<file path="config.mk">
export PLATFORM = sky130hd
export DESIGN_NAME = atc_div
export DESIGN_NICKNAME = d
export VERILOG_FILES = /design/src/atc_div.sv
export SDC_FILE = /design/constraint.sdc
export NUM_CORES = 1
export LEC_CHECK = 0
export BUFFER_PORTS_ARGS = -buffer_cell sky130_fd_sc_hd__buf_2
export CORE_ASPECT_RATIO = 1.1
export CORE_UTILIZATION = 57
export CTS_CLUSTER_DIAMETER = 30
export DETAILED_ROUTE_END_ITERATION = 8
export PLACE_DENSITY = 0.82
export SYNTH_ARGS = -nofsm -noshare
export SYNTH_HDL_FRONTEND = slang
export SYNTH_SLANG_ARGS = --single-unit
</file>
<file path="constraint.sdc">
create_clock -name clk -period 4.3 [get_ports clk]
set_input_delay 1.075 -clock clk [delete_from_list [all_inputs] [get_ports clk]]
set_output_delay 1.075 -clock clk [all_outputs]
set_load 0.01 [all_outputs]
</file>
<file path="src/atc_div.sv">
`timescale 1ns / 1ps
// ----------------------------------------------------------------------------
// atc_div
// One axis: (sample - zero) * 4096 / counts_per_g, rounded and saturated to
// Q3.12. Restoring divider: setup, one quotient bit per divide stage, saturation; 19 stages.
// ----------------------------------------------------------------------------
module atc_div (
    input  logic               clk,
    input  logic               en,
    input  logic [11:0]        sample,
    input  logic [11:0]        zero_level,
    input  logic [11:0]        counts_per_g,
    output logic signed [15:0] accel
);

    logic signed [12:0] diff;
    logic [11:0]        mag;
    logic [11:0]        dsr;
    logic [24:0]        num;

    logic [11:0] rem_reg  [0:17];
    logic [16:0] quo_reg  [0:17];
    logic [16:0] nlow_reg [0:17];
    logic [11:0] dsr_reg  [0:17];
    logic        neg_reg  [0:17];
    logic        ovf_reg  [0:17];
    logic signed [15:0] accel_reg;

    always_comb
    begin
        diff = $signed({1'b0, sample}) - $signed({1'b0, zero_level});
        mag  = diff[12] ? 12'(-diff) : 12'(diff);
        dsr  = (counts_per_g == 12'd0) ? 12'd1 : counts_per_g;
        num  = {1'b0, mag, 12'b0} + {14'b0, dsr[11:1]};
    end

    always_ff @(posedge clk)
    begin
        if (en)
        begin
            rem_reg[0]  <= {4'b0, num[24:17]};
            quo_reg[0]  <= '0;
            nlow_reg[0] <= num[16:0];
            dsr_reg[0]  <= dsr;
            neg_reg[0]  <= diff[12];
            ovf_reg[0]  <= {4'b0, num[24:17]} >= dsr;
        end
    end

    for (genvar s = 1; s <= 17; s++)
    begin : g_stage
        logic [12:0] trial;
        logic        ge;

        always_comb
        begin
            trial = {rem_reg[s-1], nlow_reg[s-1][17-s]};
            ge    = trial >= {1'b0, dsr_reg[s-1]};
        end

        always_ff @(posedge clk)
        begin
            if (en)
            begin
                rem_reg[s]  <= ge ? 12'(trial - {1'b0, dsr_reg[s-1]}) : trial[11:0];
                quo_reg[s]  <= {quo_reg[s-1][15:0], ge};
                nlow_reg[s] <= nlow_reg[s-1];
                dsr_reg[s]  <= dsr_reg[s-1];
                neg_reg[s]  <= neg_reg[s-1];
                ovf_reg[s]  <= ovf_reg[s-1];
            end
        end
    end

    always_ff @(posedge clk)
    begin
        if (en)
        begin
            if (neg_reg[17])
            begin
                if (ovf_reg[17] || quo_reg[17] > 17'd32768)
                    accel_reg <= -16'sd32768;
                else
                    accel_reg <= 16'(-$signed({1'b0, quo_reg[17]}));
            end
            else
            begin
                if (ovf_reg[17] || quo_reg[17] > 17'd32767)
                    accel_reg <= 16'sd32767;
                else
                    accel_reg <= $signed(quo_reg[17][15:0]);
            end
        end
    end

    assign accel = accel_reg;

endmodule

</file>
==> results of run 1 <==
## cell families (layout without fill, tap and decap cells)
| kind of cell | Yosys count | count (layout) |
|---|---|---|
| DFF | 623 | 623 |
| AOI/OAI and AO/OA | 433 | 433 |
| and+or+nand+nor | 400 | 400 |
| buffers and inverters | 333 | 609 |
| adders and majority gates | 239 | 239 |
| muxes | 169 | 169 |
| xor gates and xnor gates | 158 | 158 |
## area by class of cell
| class | instances | area share [%] |
|---|---|---|
| clock buffers | 116 | 7.687 |
| clock inverters | 87 | 2.445 |
| inverters | 296 | 3.054 |
| multi-input cells | 1399 | 30.67 |
| flip-flops and latches | 623 | 51.43 |
| well taps | 728 | 2.504 |
| repair buffers | 110 | 2.208 |
## power groups by stage
stage / Combinational, W / Clock, W / Sequential [W]
3_5_place_dp: 0.00781 / 0 / 0.00918
2_1_floorplan: 0.00616 / 0 / 0.00886
5_1_grt: 0.00886 / 0.00890 / 0.00919
6_report: 0.00803 / 0.00848 / 0.00909
3_3_place_gp: 0.00756 / 0 / 0.00915
4_1_cts: 0.00802 / 0.00859 / 0.00909
## layer usage
layer | vias up | track usage, %
li1 | 9061 | -
met1 | 9084 | 25.67
met3 | 156 | 3.434
met2 | 513 | 41.09
met5 | - | 0
met4 | 0 | 10.14
## metrics by stage
stage	cells	setup slack, ps	hold slack (ps)	instance area, um2
floorplan	2355	32.94	400.3	31120
global placement	3156	-322.7	400.3	32680
detailed placement	3156	-406.3	404.5	32680
CTS	3359	253.9	402.8	36370
global route	3359	4.341	413.7	36380
finish	3359	250.7	406.5	36380
## worst max-delay path, stage by stage
cell	delay (ps)
buf_2	90
inv_1	50
ha_1	170
inv_1	60
fa_2	360
buf_4	160
a211oi_2	210
nor2_1	90
xnor2_1	170
nand2_1	120
o31ai_1	330
xnor2_1	200
ha_1	280
a21o_1	160
a21o_1	170
a21o_1	170
a21o_1	180
a21o_1	170
a21oi_1	160
nor3_1	60
## cells in the mapped netlist, drive strengths merged (17+ instances only)
library cell / instances
nor2: 98
inv: 296
nor2b: 47
fa: 17
o21bai: 18
o21ai: 72
xnor2: 123
mux2i: 41
ha: 222
nand4: 41
a21oi: 116
mux2: 128
a21o: 82
nor3: 40
nand2: 116
o21a: 40
edfxtp: 623
xor2: 35
clkbuf: 31
## cells in the final DEF (no fill, tap or decap), types with 35 or more instances in the layout
cell type / instances
buf_2: 52
edfxtp_1: 623
a21oi_1: 115
nand2_1: 114
nor2_1: 98
clkbuf_16: 111
nor3_1: 40
xnor2_1: 123
mux2_2: 128
o21a_1: 40
inv_1: 295
nand4_1: 41
a21o_1: 82
mux2i_1: 41
nor2b_1: 47
o21ai_0: 69
xor2_1: 35
ha_1: 222
buf_4: 49
## how the worst max path moves through the flow
stage | cells after the start | to | from | slack (ps)
floorplan | 21 | ovf_reg[0] | sample[0] | 30
global placement | 23 | ovf_reg[0] | sample[0] | -320
detailed placement | 23 | ovf_reg[0] | sample[0] | -410
CTS | 23 | ovf_reg[0] | sample[0] | 250
global route | 20 | ovf_reg[0] | sample[0] | 4
finish | 20 | ovf_reg[0] | sample[0] | 250
==> impl_results.md, run 1 <==
- Clk sink count: 623
- Post-synthesis xor/xnor area fraction: 4.449%
- Share of synthesized cell area in and, or, nand and nor gates: between 6 and 7%
- DR vias/cell: 5.601
- Area Growth Syn to Fin: 16.95%
- Syn Nets: 2632
- Met1 Routed Length: 23.89 mm
- Row count: 89
- Antenna violations before repair: 0
- Post-layout nets: 2815
- Postcts setup bufs: 0
- RR Endpoint: accel[14]
- Status: finished, final reports clean
- Total GRT Usage: approximately 22%
- Ports: 54
- Die height: 247.0 um
- Post-synth EDFFs: ~620
- TritonCTS clock tree: done
- Critical Path RT: 4690 ps
- Hold Buf Count CTS: 0
- WHS Path Cells: 0
- Type of origin of the critical path: primary input
- # Max-Cap Violations: 0
- Asr flop ratio synth: 0%
- Placer Congestion: between 0.8 and 0.9
- # DRC: 0
- #FFs+latches synth: 623
- Relative max-transition margin: a little over a third
- Vias in the first global route: about 20000
- Post-DP HPWL: 41.67 mm
- Critical Path Fanout Max: 3
- Core Box Area: 0.05379 mm2
- Starting Density: just under 60%
- Met2 WL: around 32 mm
- Total power: 0.02560 W
- Syn_area_per_cell: 13.21 um2
- Sw Pwr: 0.007847 W
- Design internal power: between 0.015 and 0.02 W
- Synth warnings: 0
- Post-synthesis cell count: 2355
- Combinational family with the most area after synthesis: adder cells
- Antenna-violating nets left: 0
- Metal3 WL: 2.361 mm
- PD cells: 703.7 mW/mm2
- Distinct cell type count after synthesis: 60
- Worst Hold Path EP: quo_reg[10][1]
- Worst min path class: reg2reg
- Clock Skew: 23.18 ps
- Root Buffer: clkbuf_16
- Highest clock rate: 247.0 MHz
- Post-synth top area share: approximately three fifths
- Critical path arrival: 4430 ps
- Avg WL per Cell: 17.90 um
- Largest net degree at the start of global routing: 95
- Main synth FF type: edfxtp_1
- CTS resizes: 0
- Post-synthesis mux area share: under 10%
- Fin util: 67.63%
- Htree depth: 3
- Flop pwr share: a little over a third
- Register area share after synthesis: approximately three fifths
- Yosys top cell by area: edfxtp_1
- Logic pwr share: 31.4%
- P_leak: approximately 15 nW
- GRT overflow: 0
- N_diodes: 0
- Critical path class: in2reg
- Post-Route Setup TNS: 0 ps
- FILL cells: 3648
- Via count: roughly 19000
- Final worst path period share: 94.17%
- Slew @ Worst Pin: roughly 950 ps
- Slew Viols, Final: 0
- Worst Hold Launch: quo_reg[9][0]
- Synth Area in Adders: 10.02%
- R2R depth: 10
- Compound-cell area share of the yosys netlist: between 9 and 10%
- Syn Std Cell Area: 0.03111 mm2
- Setup-failing EPs final: 0
- Synth top area cells: edfxtp_1 60%, ha_1 8.9%, mux2_2 4.6%, inv_1 3.6%, xnor2_1 3.5%
- Final hold violations: 0
- R2r setup slk: slightly below 900 ps
- Sw frac: roughly 31%
- Die area: 0.05551 mm2
- Max reg flops: 199
- Die X: 224.7 um
- Worst-case vdd ir drop: 0.3977 mV
- Clock Tree Buf Depth: 3
- DRT iter0 DRCs: 1141
- DRT Pass-1 Iters: 5
- Highest routed layer: met4
- Fraction of layout cells with a size suffix above 1: 16.46%
- Worst r2r src: quo_reg[17][0]
- Clk slew on worst S/H paths: 50 ps
- Port Buffers: 53
- Final WL: 60.12 mm
- RSZ-0062 raised after global routing: false
- First-pass GRT wire length: 98.22 mm
- Register area: 0.01871 mm2
- Clk pwr share: 33.1%
- Clk Latency, worst-skew pair: about 650 ps
- Multi-input gate area: 0.01116 mm2
- Crit path capture type: flip-flop
- Number of CTS-inserted buffers: 108
- Min Tclk post-route: 4049 ps
Power figures use the tool's default switching activity.
==> run 2, diff against run 1 <==
==> constraint.sdc (replaced) <==
create_clock -name clk -period 3.28 [get_ports clk]
set_input_delay 0.82 -clock clk [delete_from_list [all_inputs] [get_ports clk]]
set_output_delay 0.82 -clock clk [all_outputs]
set_load 0.01 [all_outputs]
==> impl_results.md, run 2 (synthesis results as in run 1) <==
- Post-DP HPWL: 42.76 mm (+2.6%)
- Die height: 247.0 um (unchanged)
- P_leak: 15.24 nW (+2.2%)
- Clock Tree Buf Depth: 3 (unchanged)
- Htree depth: 3 (unchanged)
- Crit-path cells: buf_8 -> inv_12 -> ha_4 -> inv_2 -> fa_2 -> a211oi_4 -> buf_4 -> nor3b_2 -> o31ai_1 -> o31a_1 -> buf_4 -> xnor2_2 -> ha_1 -> a21o_1 -> a21o_1 -> a21o_1 -> a21o_1 -> a21o_1 -> a21oi_2 -> nor3_1
- Final WL: 62.03 mm (+3.2%)
- Area Growth Syn to Fin: 19.25%
- Sw Pwr: 0.01062 W (+35%)
- Crit path capture type: flip-flop
- Total power: 0.03435 W (+34%)
- Final hold violations: 0 (unchanged)
- First-pass GRT wire length: 101.5 mm (+3.4%)
- Slew @ Worst Pin: 609.2 ps (-345.0 ps)
- RSZ-0062 raised after global routing: true
- Worst-case vdd ir drop: 0.5704 mV (+43%)
- Cell repeated most along the worst path: a21o_1
- N_diodes: 0 (unchanged)
- TritonCTS clock tree: done
- Relative max-transition margin: 58.86% (+23 points)
- Largest net degree at the start of global routing: 89 (-6.3%)
- Critical path arrival: 4040 ps (-390 ps)
- Critical Path Fanout Max: 3 (unchanged)
- Clk pwr share: 33.8% (+0.7 points)
- Clk slew on worst S/H paths: 50 ps (about the same)
- Slew Viols, Final: 0 (unchanged)
- Sw frac: 30.91% (+0.25 points)
- # DRC: 0 (unchanged)
- Core Box Area: 0.05379 mm2 (unchanged)
- DR vias/cell: 5.620 (+0.33%)
- Die area: 0.05551 mm2 (unchanged)
- Min Tclk post-route: between 3000 and 4000 ps
- Max reg flops: 199 (unchanged)
- Fin worst setup slack: -356.8 ps (-607.5 ps)
- Post-Route Setup TNS: -356.8 ps (-356.8 ps)
- Design internal power: 0.02374 W (+34%)
- Port Buffers: 53 (unchanged)
- Antenna violations before repair: 0 (unchanged)
- Failing checks: setup timing
- Row count: 89 (unchanged)
- Non-Filler Instances: 3414 (+1.6%)
- Placed Cells: 3199 (+1.4%)
- Crit path largest cell delay: 390 ps (+30 ps)
- Starting Density: 57.83% (unchanged)
- PD cells: 926.2 mW/mm2 (+32%)
- Avg WL per Cell: 18.17 um (+1.5%)
- Antenna-violating nets left: 0 (unchanged)
- Most frequent cells in the layout: 623 x edfxtp_1, 292 x inv_1, 221 x ha_1
- Via count: 19186 (+2.0%)
- Vias in the first global route: 20275 (+3.3%)
- Clk sink count: 623 (unchanged)
- Placer Congestion: 0.9180 (+4.4%)
- Die X: 224.7 um (unchanged)
- Hold WS: 349.7 ps (-56.76 ps)
- Final worst path period share: 110.9%
- Commonest non-fill, non-tap cell in the layout: edfxtp_1
- Slowest CP cell: fa_2
- Clock Skew: 34.44 ps (+11.26 ps)
- # Max-Cap Violations: 0 (unchanged)
- Highest clock rate: approximately 270 MHz
- Clk Latency, worst-skew pair: 670 ps (+20 ps)
- Type of origin of the critical path: primary input
- Number of CTS-inserted buffers: 111 (+2.8%)
- Ports: 54 (unchanged)
- Flop pwr share: 34.6% (-0.9 points)
- Status: complete, but fails checks
- Hold Buf Count CTS: 0 (unchanged)
- Post-layout nets: 2867 (+1.8%)
- Root Buffer: clkbuf_16
- Setup-failing EPs final: 1 (+1)
- Logic pwr share: 31.6% (+0.2 points)
- DRT Pass-1 Iters: 5 (unchanged)
- Critical Path RT: 3680 ps (-1010 ps)
- GRT overflow: 0 (unchanged)
- DRT iter0 DRCs: 1150 (+0.79%)
- Critical path class: in2reg
- Fraction of layout cells with a size suffix above 1: 18.88% (+2.4 points)
- Worst min path class: in2reg
- Total GRT Usage: 23.18% (+0.79 points)
run 2: path summary, 6_finish.rpt:
| path | depth (start not counted) | endpoint | slack (ps) | start |
|---|---|---|---|---|
| max reg2reg | 11 | accel[12] | 140 | quo_reg[17][0] |
| max | 20 | ovf_reg[0] | -360 | sample[0] |
| min | 1 | dsr_reg[0][1] | 350 | counts_per_g[1] |
| min reg2reg | 0 | quo_reg[15][10] | 400 | quo_reg[14][9] |
run 2: final cells by class:
class,count,area (um2)
Sequential cell,623,18710
Fill cell,3502,16690
Multi-Input combinational cell,1399,11260
Clock buffer,116,2796
Timing Repair Buffer,159,1206
Inverter,296,1124
Clock inverter,93,1091
Tap cell,728,910.9
run 2: critical path: cells and delay by family:
kind / cells / cell delay, ps
AND/OR/NAND/NOR: 2 / 90
adder cells (fa/ha/maj): 3 / 760
AO/OA/AOI/OAI: 9 / 1790
buffers and inverters: 5 / 470
XOR/XNOR: 1 / 110
run 2: power groups by stage:
stage / clock [W] / sequential [W] / combinational [W]
2_1_floorplan: 0 / 0.0116 / 0.00809
3_3_place_gp: 0 / 0.0119 / 0.0101
3_5_place_dp: 0 / 0.0120 / 0.0105
4_1_cts: 0.0118 / 0.0119 / 0.0108
5_1_grt: 0.0121 / 0.0120 / 0.0119
6_report: 0.0116 / 0.0119 / 0.0108
run 2: through the flow:
stage | utilization [%] | instance area (um2) | worst slack, ps
floorplan | - | 31150 | -637.0
global route | 68.97 | 37090 | -436.0
finish | 68.97 | 37090 | -356.8
global placement | 61.48 | 33070 | -1018
detailed placement | 61.48 | 33070 | -1075
CTS | 68.86 | 37040 | -206.3
run 2: layer usage:
metal  share of wire, %  GRT usage, %  up-vias
li1                   -             -     9179
met1                 39         25.86     9368
met2                 54         43.80      506
met3                4.0         3.375      133
met4                2.9         9.804        0
met5                  0             0        -
run 2: what timing repair did:
item,CTS,global route
pin swaps,16,2
setup endpoints to repair,1,33
setup buffers,3,3
resized for setup,12,7
